**src/hdl/crr_pkg.sv**
```systemverilog
`default_nettype none
// ----------------------------------------------------------------------------
// crr_pkg
// Shared types and constants of the A1 cell reference parser: character
// classes, status codes, field widths and the item and result records.
// ----------------------------------------------------------------------------
package crr_pkg;

  localparam int unsigned RowW   = 20;
  localparam int unsigned ColW   = 14;
  localparam int unsigned CountW = 35;
  localparam int unsigned RowAccW = RowW + 1;
  localparam int unsigned ColAccW = ColW + 1;

  localparam logic [7:0] ChrA     = 8'h41;
  localparam logic [7:0] ChrZ     = 8'h5a;
  localparam logic [7:0] Chr0     = 8'h30;
  localparam logic [7:0] Chr9     = 8'h39;
  localparam logic [7:0] ChrColon = 8'h3a;

  localparam logic [1:0] StOk     = 2'd0;
  localparam logic [1:0] StSyntax = 2'd1;
  localparam logic [1:0] StRange  = 2'd2;

  typedef enum logic [1:0] {
    ClsLetter = 2'd0,
    ClsDigit  = 2'd1,
    ClsColon  = 2'd2,
    ClsOther  = 2'd3
  } crr_class_e;

  typedef struct packed {
    crr_class_e cls;
    logic [4:0] val;
    logic       last;
  } crr_item_t;

  typedef struct packed {
    logic [1:0]      status;
    logic            range_mode;
    logic [RowW-1:0] row_a;
    logic [ColW-1:0] col_a;
    logic [RowW-1:0] row_b;
    logic [ColW-1:0] col_b;
  } crr_pre_t;

endpackage
`default_nettype wire

```
**src/hdl/crr_if.sv**
```systemverilog
`default_nettype none
// ----------------------------------------------------------------------------
// crr channel interfaces
// Valid/ready channels for characters in, parse results out and the mode
// register write.
// ----------------------------------------------------------------------------
interface crr_in_if;
  logic       valid;
  logic       ready;
  logic [7:0] char_code;
  logic       is_last;

  modport source (output valid, output char_code, output is_last, input ready);
  modport sink   (input valid, input char_code, input is_last, output ready);
endinterface

interface crr_out_if;
  logic        valid;
  logic        ready;
  logic [1:0]  status;
  logic [19:0] first_row;
  logic [13:0] first_column;
  logic [19:0] second_row;
  logic [13:0] second_column;
  logic [34:0] cell_count;

  modport source (output valid, output status, output first_row, output first_column,
                  output second_row, output second_column, output cell_count,
                  input ready);
  modport sink   (input valid, input status, input first_row, input first_column,
                  input second_row, input second_column, input cell_count,
                  output ready);
endinterface

interface crr_cfg_if;
  logic valid;
  logic ready;
  logic expect_range;

  modport source (output valid, output expect_range, input ready);
  modport sink   (input valid, input expect_range, output ready);
endinterface
`default_nettype wire

```
**src/hdl/cell_range_reference_parser.sv**
```systemverilog
`default_nettype none
// ----------------------------------------------------------------------------
// cell_range_reference_parser
// A1-style cell reference parser, one character per transfer, result on the
// character flagged last.
// ----------------------------------------------------------------------------
// Takes one character every clock cycle with no gaps between references while
// the result side does not stall; the rate is set by the back part, which
// updates the column and row accumulators (a shift-add times 26 or 10 with
// saturation) once per character. The result of a reference passes from its
// last character through the front register, the queue with the back part
// after it, the corner ordering stage and the span multiplier into the output
// register. The front and back are separated by a two-entry queue, and the
// result side has its own output register, so a stalled result does not stop
// characters from being taken until the stages behind it fill.
// The mode register is written through cfg_i and is read by the back part at
// a colon and at the last character.
// ----------------------------------------------------------------------------
module cell_range_reference_parser #(
  parameter int unsigned MAX_ROWS    = 1048576,
  parameter int unsigned MAX_COLUMNS = 16384
) (
  input  wire       clk_i,
  input  wire       rst_ni,
  crr_cfg_if.sink   cfg_i,
  crr_in_if.sink    in_i,
  crr_out_if.source out_o
);
  import crr_pkg::*;

  logic      expect_range_q;
  logic      fr_valid;
  crr_item_t fr_item;
  logic      fr_ready;
  logic      q_valid;
  crr_item_t q_item;
  logic      q_ready;
  logic      pre_valid;
  crr_pre_t  pre;
  logic      pre_ready;

  assign cfg_i.ready = 1'b1;

  always_ff @(posedge clk_i or negedge rst_ni) begin
    if (!rst_ni) begin
      expect_range_q <= 1'b1;
    end else if (cfg_i.valid) begin
      expect_range_q <= cfg_i.expect_range;
    end
  end

  crr_front u_front (
    .clk_i        (clk_i),
    .rst_ni       (rst_ni),
    .in_i         (in_i),
    .item_valid_o (fr_valid),
    .item_o       (fr_item),
    .item_ready_i (fr_ready)
  );

  crr_queue u_queue (
    .clk_i        (clk_i),
    .rst_ni       (rst_ni),
    .push_valid_i (fr_valid),
    .push_item_i  (fr_item),
    .push_ready_o (fr_ready),
    .pop_valid_o  (q_valid),
    .pop_item_o   (q_item),
    .pop_ready_i  (q_ready)
  );

  crr_back #(
    .MAX_ROWS    (MAX_ROWS),
    .MAX_COLUMNS (MAX_COLUMNS)
  ) u_back (
    .clk_i          (clk_i),
    .rst_ni         (rst_ni),
    .expect_range_i (expect_range_q),
    .item_valid_i   (q_valid),
    .item_i         (q_item),
    .item_ready_o   (q_ready),
    .res_valid_o    (pre_valid),
    .res_o          (pre),
    .res_ready_i    (pre_ready)
  );

  crr_finish u_finish (
    .clk_i       (clk_i),
    .rst_ni      (rst_ni),
    .res_valid_i (pre_valid),
    .res_i       (pre),
    .res_ready_o (pre_ready),
    .out_o       (out_o)
  );

endmodule
`default_nettype wire

```
**src/hdl/crr_front.sv**
```systemverilog
`default_nettype none
// ----------------------------------------------------------------------------
// crr_front
// Accepts characters and classifies them into letter, digit, colon or other,
// with the letter or digit value, into one register stage.
// ----------------------------------------------------------------------------
module crr_front (
  input  wire                clk_i,
  input  wire                rst_ni,
  crr_in_if.sink             in_i,
  output logic               item_valid_o,
  output crr_pkg::crr_item_t item_o,
  input  wire                item_ready_i
);
  import crr_pkg::*;

  logic      valid_q;
  crr_item_t item_q;
  crr_item_t item_d;
  logic      take;

  assign in_i.ready = !valid_q || item_ready_i;
  assign take = in_i.valid && in_i.ready;

  always_comb begin
    item_d.last = in_i.is_last;
    item_d.val  = '0;
    if (in_i.char_code inside {[ChrA:ChrZ]}) begin
      item_d.cls = ClsLetter;
      item_d.val = 5'(in_i.char_code - ChrA + 8'd1);
    end else if (in_i.char_code inside {[Chr0:Chr9]}) begin
      item_d.cls = ClsDigit;
      item_d.val = 5'(in_i.char_code - Chr0);
    end else if (in_i.char_code == ChrColon) begin
      item_d.cls = ClsColon;
    end else begin
      item_d.cls = ClsOther;
    end
  end

  always_ff @(posedge clk_i or negedge rst_ni) begin
    if (!rst_ni) begin
      valid_q <= 1'b0;
    end else if (take) begin
      valid_q <= 1'b1;
    end else if (item_ready_i) begin
      valid_q <= 1'b0;
    end
  end

  always_ff @(posedge clk_i) begin
    if (take) begin
      item_q <= item_d;
    end
  end

  assign item_valid_o = valid_q;
  assign item_o       = item_q;

endmodule
`default_nettype wire

```
**src/hdl/crr_queue.sv**
```systemverilog
`default_nettype none
// ----------------------------------------------------------------------------
// crr_queue
// Two-entry queue of classified characters between front and back parts.
// ----------------------------------------------------------------------------
module crr_queue (
  input  wire                clk_i,
  input  wire                rst_ni,
  input  wire                push_valid_i,
  input  crr_pkg::crr_item_t push_item_i,
  output logic               push_ready_o,
  output logic               pop_valid_o,
  output crr_pkg::crr_item_t pop_item_o,
  input  wire                pop_ready_i
);
  import crr_pkg::*;

  crr_item_t  mem_q [2];
  logic       wr_ptr_q;
  logic       rd_ptr_q;
  logic [1:0] count_q;
  logic       push;
  logic       pop;

  assign push_ready_o = (count_q != 2'd2);
  assign pop_valid_o  = (count_q != 2'd0);
  assign pop_item_o   = mem_q[rd_ptr_q];
  assign push = push_valid_i && push_ready_o;
  assign pop  = pop_valid_o && pop_ready_i;

  always_ff @(posedge clk_i or negedge rst_ni) begin
    if (!rst_ni) begin
      wr_ptr_q <= 1'b0;
      rd_ptr_q <= 1'b0;
      count_q  <= 2'd0;
    end else begin
      if (push) begin
        wr_ptr_q <= !wr_ptr_q;
      end
      if (pop) begin
        rd_ptr_q <= !rd_ptr_q;
      end
      if (push && !pop) begin
        count_q <= count_q + 2'd1;
      end else if (pop && !push) begin
        count_q <= count_q - 2'd1;
      end
    end
  end

  always_ff @(posedge clk_i) begin
    if (push) begin
      mem_q[wr_ptr_q] <= push_item_i;
    end
  end

endmodule
`default_nettype wire

```
**src/hdl/crr_back.sv**
```systemverilog
`default_nettype none
// ----------------------------------------------------------------------------
// crr_back
// Parse sequencer: runs the letter/digit/colon phases, builds the saturating
// column and row accumulators and hands a raw result on the last character.
// ----------------------------------------------------------------------------
module crr_back #(
  parameter int unsigned MAX_ROWS    = 1048576,
  parameter int unsigned MAX_COLUMNS = 16384
) (
  input  wire                clk_i,
  input  wire                rst_ni,
  input  wire                expect_range_i,
  input  wire                item_valid_i,
  input  crr_pkg::crr_item_t item_i,
  output logic               item_ready_o,
  output logic               res_valid_o,
  output crr_pkg::crr_pre_t  res_o,
  input  wire                res_ready_i
);
  import crr_pkg::*;

  localparam logic [1:0] PhLet1 = 2'd0;
  localparam logic [1:0] PhDig1 = 2'd1;
  localparam logic [1:0] PhLet2 = 2'd2;
  localparam logic [1:0] PhDig2 = 2'd3;

  localparam logic [ColAccW-1:0] ColMax = ColAccW'(MAX_COLUMNS);
  localparam logic [RowAccW-1:0] RowMax = RowAccW'(MAX_ROWS);
  localparam logic [ColAccW-1:0] ColSat = ColAccW'(MAX_COLUMNS + 1);
  localparam logic [RowAccW-1:0] RowSat = RowAccW'(MAX_ROWS + 1);

  logic [1:0]         phase_q, phase_d;
  logic [ColAccW-1:0] col_q, col_d;
  logic [RowAccW-1:0] row_q, row_d;
  logic [RowW-1:0]    srow_q, srow_d;
  logic [ColW-1:0]    scol_q, scol_d;
  logic [1:0]         err_q, err_d;

  logic [19:0]        col_sum;
  logic [24:0]        row_sum;
  logic [ColAccW-1:0] col_add;
  logic [RowAccW-1:0] row_add;
  logic               step;
  logic [1:0]         err_fin;

  function automatic logic in_range(logic [RowAccW-1:0] r, logic [ColAccW-1:0] c);
    in_range = (r != '0) && (r <= RowMax) && (c != '0) && (c <= ColMax);
  endfunction

  assign item_ready_o = !item_i.last || res_ready_i;
  assign step        = item_valid_i && item_ready_o;
  assign res_valid_o = item_valid_i && item_i.last;

  // x26 and x10 as shift-adds, saturating at limit + 1
  always_comb begin
    col_sum = (20'(col_q) << 4) + (20'(col_q) << 3) + (20'(col_q) << 1) + 20'(item_i.val);
    row_sum = (25'(row_q) << 3) + (25'(row_q) << 1) + 25'(item_i.val);
    col_add = (col_sum > 20'(ColSat)) ? ColSat : ColAccW'(col_sum);
    row_add = (row_sum > 25'(RowSat)) ? RowSat : RowAccW'(row_sum);
  end

  always_comb begin
    phase_d = phase_q;
    col_d   = col_q;
    row_d   = row_q;
    srow_d  = srow_q;
    scol_d  = scol_q;
    err_d   = err_q;
    if (err_q != StSyntax) begin
      case (phase_q)
        PhLet1, PhLet2: begin
          if (item_i.cls == ClsLetter) begin
            col_d = col_add;
          end else if (item_i.cls == ClsDigit && col_q != '0) begin
            row_d   = row_add;
            phase_d = phase_q + 2'd1;
          end else begin
            err_d = StSyntax;
          end
        end
        PhDig1: begin
          if (item_i.cls == ClsDigit) begin
            row_d = row_add;
          end else if (item_i.cls == ClsColon && expect_range_i) begin
            if (!in_range(row_q, col_q) && err_q == StOk) begin
              err_d = StRange;
            end
            srow_d  = RowW'(row_q - RowAccW'(1));
            scol_d  = ColW'(col_q - ColAccW'(1));
            col_d   = '0;
            row_d   = '0;
            phase_d = PhLet2;
          end else begin
            err_d = StSyntax;
          end
        end
        PhDig2: begin
          if (item_i.cls == ClsDigit) begin
            row_d = row_add;
          end else begin
            err_d = StSyntax;
          end
        end
        default: err_d = StSyntax;
      endcase
    end

    err_fin = err_d;
    if (phase_d != (expect_range_i ? PhDig2 : PhDig1)) begin
      err_fin = StSyntax;
    end else if (!in_range(row_d, col_d) && err_d == StOk) begin
      err_fin = StRange;
    end

    res_o.status     = err_fin;
    res_o.range_mode = expect_range_i;
    res_o.row_a      = srow_d;
    res_o.col_a      = scol_d;
    res_o.row_b      = RowW'(row_d - RowAccW'(1));
    res_o.col_b      = ColW'(col_d - ColAccW'(1));
  end

  always_ff @(posedge clk_i or negedge rst_ni) begin
    if (!rst_ni) begin
      phase_q <= PhLet1;
      col_q   <= '0;
      row_q   <= '0;
      srow_q  <= '0;
      scol_q  <= '0;
      err_q   <= StOk;
    end else if (step) begin
      if (item_i.last) begin
        phase_q <= PhLet1;
        col_q   <= '0;
        row_q   <= '0;
        srow_q  <= '0;
        scol_q  <= '0;
        err_q   <= StOk;
      end else begin
        phase_q <= phase_d;
        col_q   <= col_d;
        row_q   <= row_d;
        srow_q  <= srow_d;
        scol_q  <= scol_d;
        err_q   <= err_d;
      end
    end
  end

endmodule
`default_nettype wire

```
**src/hdl/crr_finish.sv**
```systemverilog
`default_nettype none
// ----------------------------------------------------------------------------
// crr_finish
// Orders the two corners, forms the spans, multiplies them into the cell
// count and holds the result in the output register.
// ----------------------------------------------------------------------------
module crr_finish (
  input  wire               clk_i,
  input  wire               rst_ni,
  input  wire               res_valid_i,
  input  crr_pkg::crr_pre_t res_i,
  output logic              res_ready_o,
  crr_out_if.source         out_o
);
  import crr_pkg::*;

  logic               s1_valid_q;
  logic [1:0]         s1_status_q;
  logic [RowW-1:0]    s1_r0_q, s1_r1_q;
  logic [ColW-1:0]    s1_c0_q, s1_c1_q;
  logic [ColAccW-1:0] s1_cspan_q;
  logic [RowAccW-1:0] s1_rspan_q;

  logic [1:0]         s1_status_d;
  logic [RowW-1:0]    s1_r0_d, s1_r1_d;
  logic [ColW-1:0]    s1_c0_d, s1_c1_d;
  logic [ColAccW-1:0] s1_cspan_d;
  logic [RowAccW-1:0] s1_rspan_d;

  logic               out_valid_q;
  logic [1:0]         out_status_q;
  logic [RowW-1:0]    out_r0_q, out_r1_q;
  logic [ColW-1:0]    out_c0_q, out_c1_q;
  logic [CountW-1:0]  out_count_q;

  logic               out_free;
  logic               s1_load;
  logic               out_load;
  logic [35:0]        product;

  assign out_free    = !out_valid_q || out_o.ready;
  assign res_ready_o = !s1_valid_q || out_free;
  assign s1_load     = res_valid_i && res_ready_o;
  assign out_load    = s1_valid_q && out_free;

  always_comb begin
    s1_status_d = res_i.status;
    s1_r1_d     = res_i.row_b;
    s1_c1_d     = res_i.col_b;
    s1_r0_d     = res_i.row_b;
    s1_c0_d     = res_i.col_b;
    if (res_i.range_mode) begin
      if (res_i.row_a > res_i.row_b) begin
        s1_r1_d = res_i.row_a;
      end else begin
        s1_r0_d = res_i.row_a;
      end
      if (res_i.col_a > res_i.col_b) begin
        s1_c1_d = res_i.col_a;
      end else begin
        s1_c0_d = res_i.col_a;
      end
    end
    if (res_i.status != StOk) begin
      s1_r0_d = '0;
      s1_r1_d = '0;
      s1_c0_d = '0;
      s1_c1_d = '0;
    end
    s1_cspan_d = ColAccW'(s1_c1_d) - ColAccW'(s1_c0_d) + ColAccW'(1);
    s1_rspan_d = RowAccW'(s1_r1_d) - RowAccW'(s1_r0_d) + RowAccW'(1);
    if (res_i.status != StOk) begin
      s1_cspan_d = '0;
      s1_rspan_d = '0;
    end
  end

  assign product = 36'(s1_cspan_q) * 36'(s1_rspan_q);

  always_ff @(posedge clk_i or negedge rst_ni) begin
    if (!rst_ni) begin
      s1_valid_q  <= 1'b0;
      out_valid_q <= 1'b0;
    end else begin
      if (s1_load) begin
        s1_valid_q <= 1'b1;
      end else if (out_load) begin
        s1_valid_q <= 1'b0;
      end
      if (out_load) begin
        out_valid_q <= 1'b1;
      end else if (out_o.ready) begin
        out_valid_q <= 1'b0;
      end
    end
  end

  always_ff @(posedge clk_i) begin
    if (s1_load) begin
      s1_status_q <= s1_status_d;
      s1_r0_q     <= s1_r0_d;
      s1_r1_q     <= s1_r1_d;
      s1_c0_q     <= s1_c0_d;
      s1_c1_q     <= s1_c1_d;
      s1_cspan_q  <= s1_cspan_d;
      s1_rspan_q  <= s1_rspan_d;
    end
    if (out_load) begin
      out_status_q <= s1_status_q;
      out_r0_q     <= s1_r0_q;
      out_r1_q     <= s1_r1_q;
      out_c0_q     <= s1_c0_q;
      out_c1_q     <= s1_c1_q;
      out_count_q  <= CountW'(product);
    end
  end

  assign out_o.valid         = out_valid_q;
  assign out_o.status        = out_status_q;
  assign out_o.first_row     = out_r0_q;
  assign out_o.first_column  = out_c0_q;
  assign out_o.second_row    = out_r1_q;
  assign out_o.second_column = out_c1_q;
  assign out_o.cell_count    = out_count_q;

endmodule
`default_nettype wire

```
**src/flat_wrapper.sv**
```systemverilog
// flat-port wrapper written by rule: the top's interface ports become plain ports
module cell_range_reference_parser_flat import crr_pkg::*;
#(
  parameter int unsigned MAX_ROWS    = 1048576,
  parameter int unsigned MAX_COLUMNS = 16384
)
  (clk_i, rst_ni, cfg_i_valid, cfg_i_expect_range, cfg_i_ready, in_i_valid, in_i_char_code, in_i_is_last, in_i_ready, out_o_valid, out_o_status, out_o_first_row, out_o_first_column, out_o_second_row, out_o_second_column, out_o_cell_count, out_o_ready);
  crr_cfg_if cfg_i_i ();
  crr_in_if in_i_i ();
  crr_out_if out_o_i ();
  input  wire clk_i;
  input  wire rst_ni;
  input wire logic [$bits(cfg_i_i.valid)-1:0] cfg_i_valid;
  input wire logic [$bits(cfg_i_i.expect_range)-1:0] cfg_i_expect_range;
  output wire logic [$bits(cfg_i_i.ready)-1:0] cfg_i_ready;
  input wire logic [$bits(in_i_i.valid)-1:0] in_i_valid;
  input wire logic [$bits(in_i_i.char_code)-1:0] in_i_char_code;
  input wire logic [$bits(in_i_i.is_last)-1:0] in_i_is_last;
  output wire logic [$bits(in_i_i.ready)-1:0] in_i_ready;
  output wire logic [$bits(out_o_i.valid)-1:0] out_o_valid;
  output wire logic [$bits(out_o_i.status)-1:0] out_o_status;
  output wire logic [$bits(out_o_i.first_row)-1:0] out_o_first_row;
  output wire logic [$bits(out_o_i.first_column)-1:0] out_o_first_column;
  output wire logic [$bits(out_o_i.second_row)-1:0] out_o_second_row;
  output wire logic [$bits(out_o_i.second_column)-1:0] out_o_second_column;
  output wire logic [$bits(out_o_i.cell_count)-1:0] out_o_cell_count;
  input wire logic [$bits(out_o_i.ready)-1:0] out_o_ready;
  assign cfg_i_i.valid = cfg_i_valid;
  assign cfg_i_i.expect_range = cfg_i_expect_range;
  assign cfg_i_ready = cfg_i_i.ready;
  assign in_i_i.valid = in_i_valid;
  assign in_i_i.char_code = in_i_char_code;
  assign in_i_i.is_last = in_i_is_last;
  assign in_i_ready = in_i_i.ready;
  assign out_o_valid = out_o_i.valid;
  assign out_o_status = out_o_i.status;
  assign out_o_first_row = out_o_i.first_row;
  assign out_o_first_column = out_o_i.first_column;
  assign out_o_second_row = out_o_i.second_row;
  assign out_o_second_column = out_o_i.second_column;
  assign out_o_cell_count = out_o_i.cell_count;
  assign out_o_i.ready = out_o_ready;
  cell_range_reference_parser #(.MAX_ROWS(MAX_ROWS), .MAX_COLUMNS(MAX_COLUMNS)) u_core (.clk_i(clk_i), .rst_ni(rst_ni), .cfg_i(cfg_i_i), .in_i(in_i_i), .out_o(out_o_i));
endmodule
```
**config.mk**
```make
export PLATFORM = sky130hd
export DESIGN_NAME = cell_range_reference_parser_flat
export DESIGN_NICKNAME = d
export VERILOG_FILES = /design/src/hdl/crr_pkg.sv /design/src/hdl/crr_if.sv /design/src/hdl/cell_range_reference_parser.sv /design/src/hdl/crr_front.sv /design/src/hdl/crr_queue.sv /design/src/hdl/crr_back.sv /design/src/hdl/crr_finish.sv /design/src/flat_wrapper.sv
export SDC_FILE = /design/constraint.sdc
export NUM_CORES = 2
export LEC_CHECK = 0
export ABC_AREA = 1
export BUFFER_PORTS_ARGS = -buffer_cell sky130_fd_sc_hd__buf_2
export CAP_MARGIN = 20
export CORE_MARGIN = 2
export CORE_UTILIZATION = 50
export DETAILED_ROUTE_END_ITERATION = 10
export GPL_TIMING_DRIVEN = 0
export PLACE_DENSITY = 0.66
export SLEW_MARGIN = 15
export SYNTH_ARGS = -nofsm -noshare
export SYNTH_HDL_FRONTEND = slang
export SYNTH_SLANG_ARGS = --single-unit
```
**constraint.sdc**
```tcl
create_clock -name clk_i -period 26.2 [get_ports clk_i]
set_input_delay 5.24 -clock clk_i [delete_from_list [all_inputs] [get_ports clk_i]]
set_output_delay 5.24 -clock clk_i [all_outputs]
set_load 0.05 [all_outputs]
```
==> results_dict.tcl <==
set metrics [dict create \
    dp.cells 4689 \
    finalSetupViolations 0 \
    area_growth_pct 10.1 \
    drt-initial-drc-count 1841 \
    routedWlPerCell_um 17.9 \
    vias 25200 \
    drc 0 \
    finalNonFillerCells 4759 \
    clock_sinks 317 \
    worstHoldStart "u_core.u_finish.s1_c1_q[11]" \
    slew-limit-headroom_pct 44.9 \
    numCtsBuffers 38 \
    grt_pass1_vias 25100 \
    tightest_slew_ns 0.826 \
    min_path_cells 0 \
    drt-pass1-iter-count 7 \
    pin_count 123 \
    drive_gt1_share_pct 6.63 \
    core_area_um2 61400 \
    clk_pin_slew_worst_paths_ns 0.06 \
    cts_resized 0 \
    rsz0062_at_grt "no" \
    r2r_start "u_core.u_queue.rd_ptr_q" \
    ys.flop_type "edfxtp_1" \
    final_area_um2 34000 \
    grt_max_degree 58 \
    cts_hold_buf 0 \
    crit_path_end_kind "register" \
    status "finished, final reports clean" \
    synth_cells 3769 \
    synth_top_area_cell "edfxtp_1" \
    r2r_cells 62 \
    synth-edff-count 235 \
    finalCriticalPeriod_ns 11.51 \
    avgViaCountPerCell 5.29 \
    finalNetCount 4509 \
    critical_path.slowest_cell "fa_1" \
    reg2reg_slack_ns 14.69 \
    final_cell_mix "nand2_1 (949), inv_1 (703), ha_1 (291), nor2_1 (280), fa_1 (264)" \
    final-max-slew-violation-count 0 \
    gp_congestion 0.989 \
    postCtsSetupBuffers 0 \
    max_cap_violations 0 \
    start_kind "register" \
    timing.rr.end "u_core.u_finish.s1_rspan_q[19]" \
    fin_skew_ns 0.0298 \
    ant_nets 0 \
    die_h_um 253 \
    cts_buffer_depth 3 \
    setup_total_negative_slack_ns 0 \
    finalHoldViolations 0 \
    die_w_um 253 \
    worstPathArrival_ns 11.83 \
    grt_use_total_pct 27.4 \
    synth_nets 4339 \
    antenna_cells 0 \
    yosysWarnings 0 \
    grt_pass1_wl_mm 136 \
    portBuffers 121 \
    grt.overflow.total 0 \
    netlist_area_um2 30900 \
    initial_core_util_pct 50.3 \
    cp_common_cell "nand2_1" \
    rows 91 \
    insertion_delay_ns 0.58 \
    hpwl_mm 69.4 \
    place_area_um2 32700 \
    path_max_fanout 10 \
    tritoncts "built" \
    crit_required_ns 26.52 \
    synthTopCellsByArea "edfxtp_1 (23%), fa_1 (17%), ha_1 (12%)" \
    finalCritPeriodShare_pct 43.9 \
    crit_type "reg -> reg" \
    ys_ff_latch 317 \
    synth_top_area_share_pct 22.9 \
    slowest_delay_ns 0.53 \
    cts-root-buf "clkbuf_16" \
    mostFrequentLayoutCell "nand2_1" \
    min_to "u_core.u_finish.out_o.second_column[11]" \
    h-tree-depth 2 \
    avgSynthCellArea_um2 8.19 \
    hold_class "reg -> reg" \
    async_flop_share_pct 25.9 \
    fmax_mhz 86.9 \
    antenna_found_initial 0 \
    wl_mm 85.2 \
    yosysSeqAreaShare_pct 29.5 \
    synth.distinct_cells 54 \
    hold_ws_ns 0.403 \
    dieArea_um2 63800 \
]
[registers in the layout, summed over array words and instances, names as in the netlist, 14 cells and up]
| register | count |
|---|---|
| u_core.u_finish.out_o.first_column | 14 |
| u_core.u_back.srow_q | 20 |
| u_core.u_finish.out_o.first_row | 20 |
| u_core.u_finish.s1_cspan_q | 15 |
| u_core.u_finish.out_o.cell_count | 35 |
| u_core.u_finish.s1_r1_q | 20 |
| u_core.u_finish.s1_c1_q | 14 |
| u_core.u_finish.s1_rspan_q | 21 |
| u_core.u_back.row_q | 21 |
| u_core.u_finish.out_o.second_row | 20 |
| u_core.u_back.col_q | 15 |
| u_core.u_back.scol_q | 14 |
| u_core.u_finish.out_o.second_column | 14 |
| u_core.u_finish.s1_c0_q | 14 |
| u_core.u_queue.mem_q | 16 |
| u_core.u_finish.s1_r0_q | 20 |
[kinds of logic (layout without fill, tap and decap cells)]
group                    after synthesis  in the layout  synth area share, %
AND/OR/NAND/NOR                     1472           1472                 19.6
buffers and inverters                835           1035                 10.5
adder cells (fa/ha/maj)              555            555                 28.9
AO/OA/AOI/OAI                        481            481                 8.45
flip-flops                           317            317                 29.5
XOR/XNOR                             108            108                 3.06
other                                  1              1               0.0121
[Yosys cell counts (5+ instances only)]
cell        n
ha_1      291
buf_6      12
nor2_1    281
edfxtp_1  235
nor3_1     17
xor2_1     75
nand3_1   129
and2_1      5
nor2_2     12
a211oi_1    5
xnor2_1    33
a31oi_1    10
fa_1      264
nor2_4      5
a21o_1      6
nand2_1   949
dfrtp_1    81
o21ai_1    10
o21bai_1    7
nand3b_1    8
nor4_1      5
o211ai_1    6
inv_1     703
clkbuf_1   96
inv_2      13
nand4_1    38
o21ai_0   201
o22ai_1    48
a21oi_1   168
[worst max path at each step]
| stage | slack, ns | to | start |
|---|---|---|---|
| after floorplan | 15.25 | u_core.u_finish.out_o.cell_count[0] | out_o_ready |
| after CTS | 14.74 | u_core.u_finish.s1_rspan_q[19] | u_core.u_queue.rd_ptr_q |
| after global placement | 12.14 | u_core.u_finish.out_o.cell_count[33] | out_o_ready |
| after global routing | 13.82 | u_core.u_finish.s1_cspan_q[13] | u_core.u_queue.rd_ptr_q |
| final | 14.69 | u_core.u_finish.s1_rspan_q[19] | u_core.u_queue.rd_ptr_q |
| after detailed placement | 14.78 | u_core.u_finish.s1_rspan_q[19] | u_core.u_queue.rd_ptr_q |
[routing by layer]
| metal | vias up | wire length [um] | global-route usage, % | part of all wire [%] |
|---|---|---|---|---|
| met5 | - | 0 | 0 | 0 |
| met2 | 841 | 41300 | 47.3 | 48 |
| met3 | 174 | 5240 | 3.43 | 6.1 |
| li1 | 12300 | - | - | - |
| met4 | 0 | 3220 | 10.2 | 3.8 |
| met1 | 11900 | 35500 | 35.2 | 42 |
[per-stage QoR]
stage,utilization [%],setup slack [ns]
2_1_floorplan,-,15.25
3_3_place_gp,52.9,12.14
3_5_place_dp,53.3,14.78
4_1_cts,55.4,14.74
5_1_grt,55.4,13.82
6_report,55.4,14.69
[area by class of cell]
class | count | area [um2]
Fill cell | 5770 | 27400
Multi-Input combinational cell | 2617 | 18500
Sequential cell | 317 | 9110
Inverter | 720 | 2700
Clock buffer | 42 | 1030
Tap cell | 790 | 988
Timing Repair Buffer | 130 | 818
Buffer | 115 | 538
Clock inverter | 28 | 267
[critical path: cells and delay by family, from the launching register on]
family	cells	cell delay [ns]
AND/OR/NAND/NOR	31	4.35
AO/OA/AOI/OAI	13	2.40
buffers and inverters	9	1.42
adder cells (fa/ha/maj)	7	2.02
XOR/XNOR	2	0.69
flip-flops	1	0.36
Power is left out: the tool's default activity adds up to more than one toggle a clock period on the data nets, which glitch-free logic cannot reach.
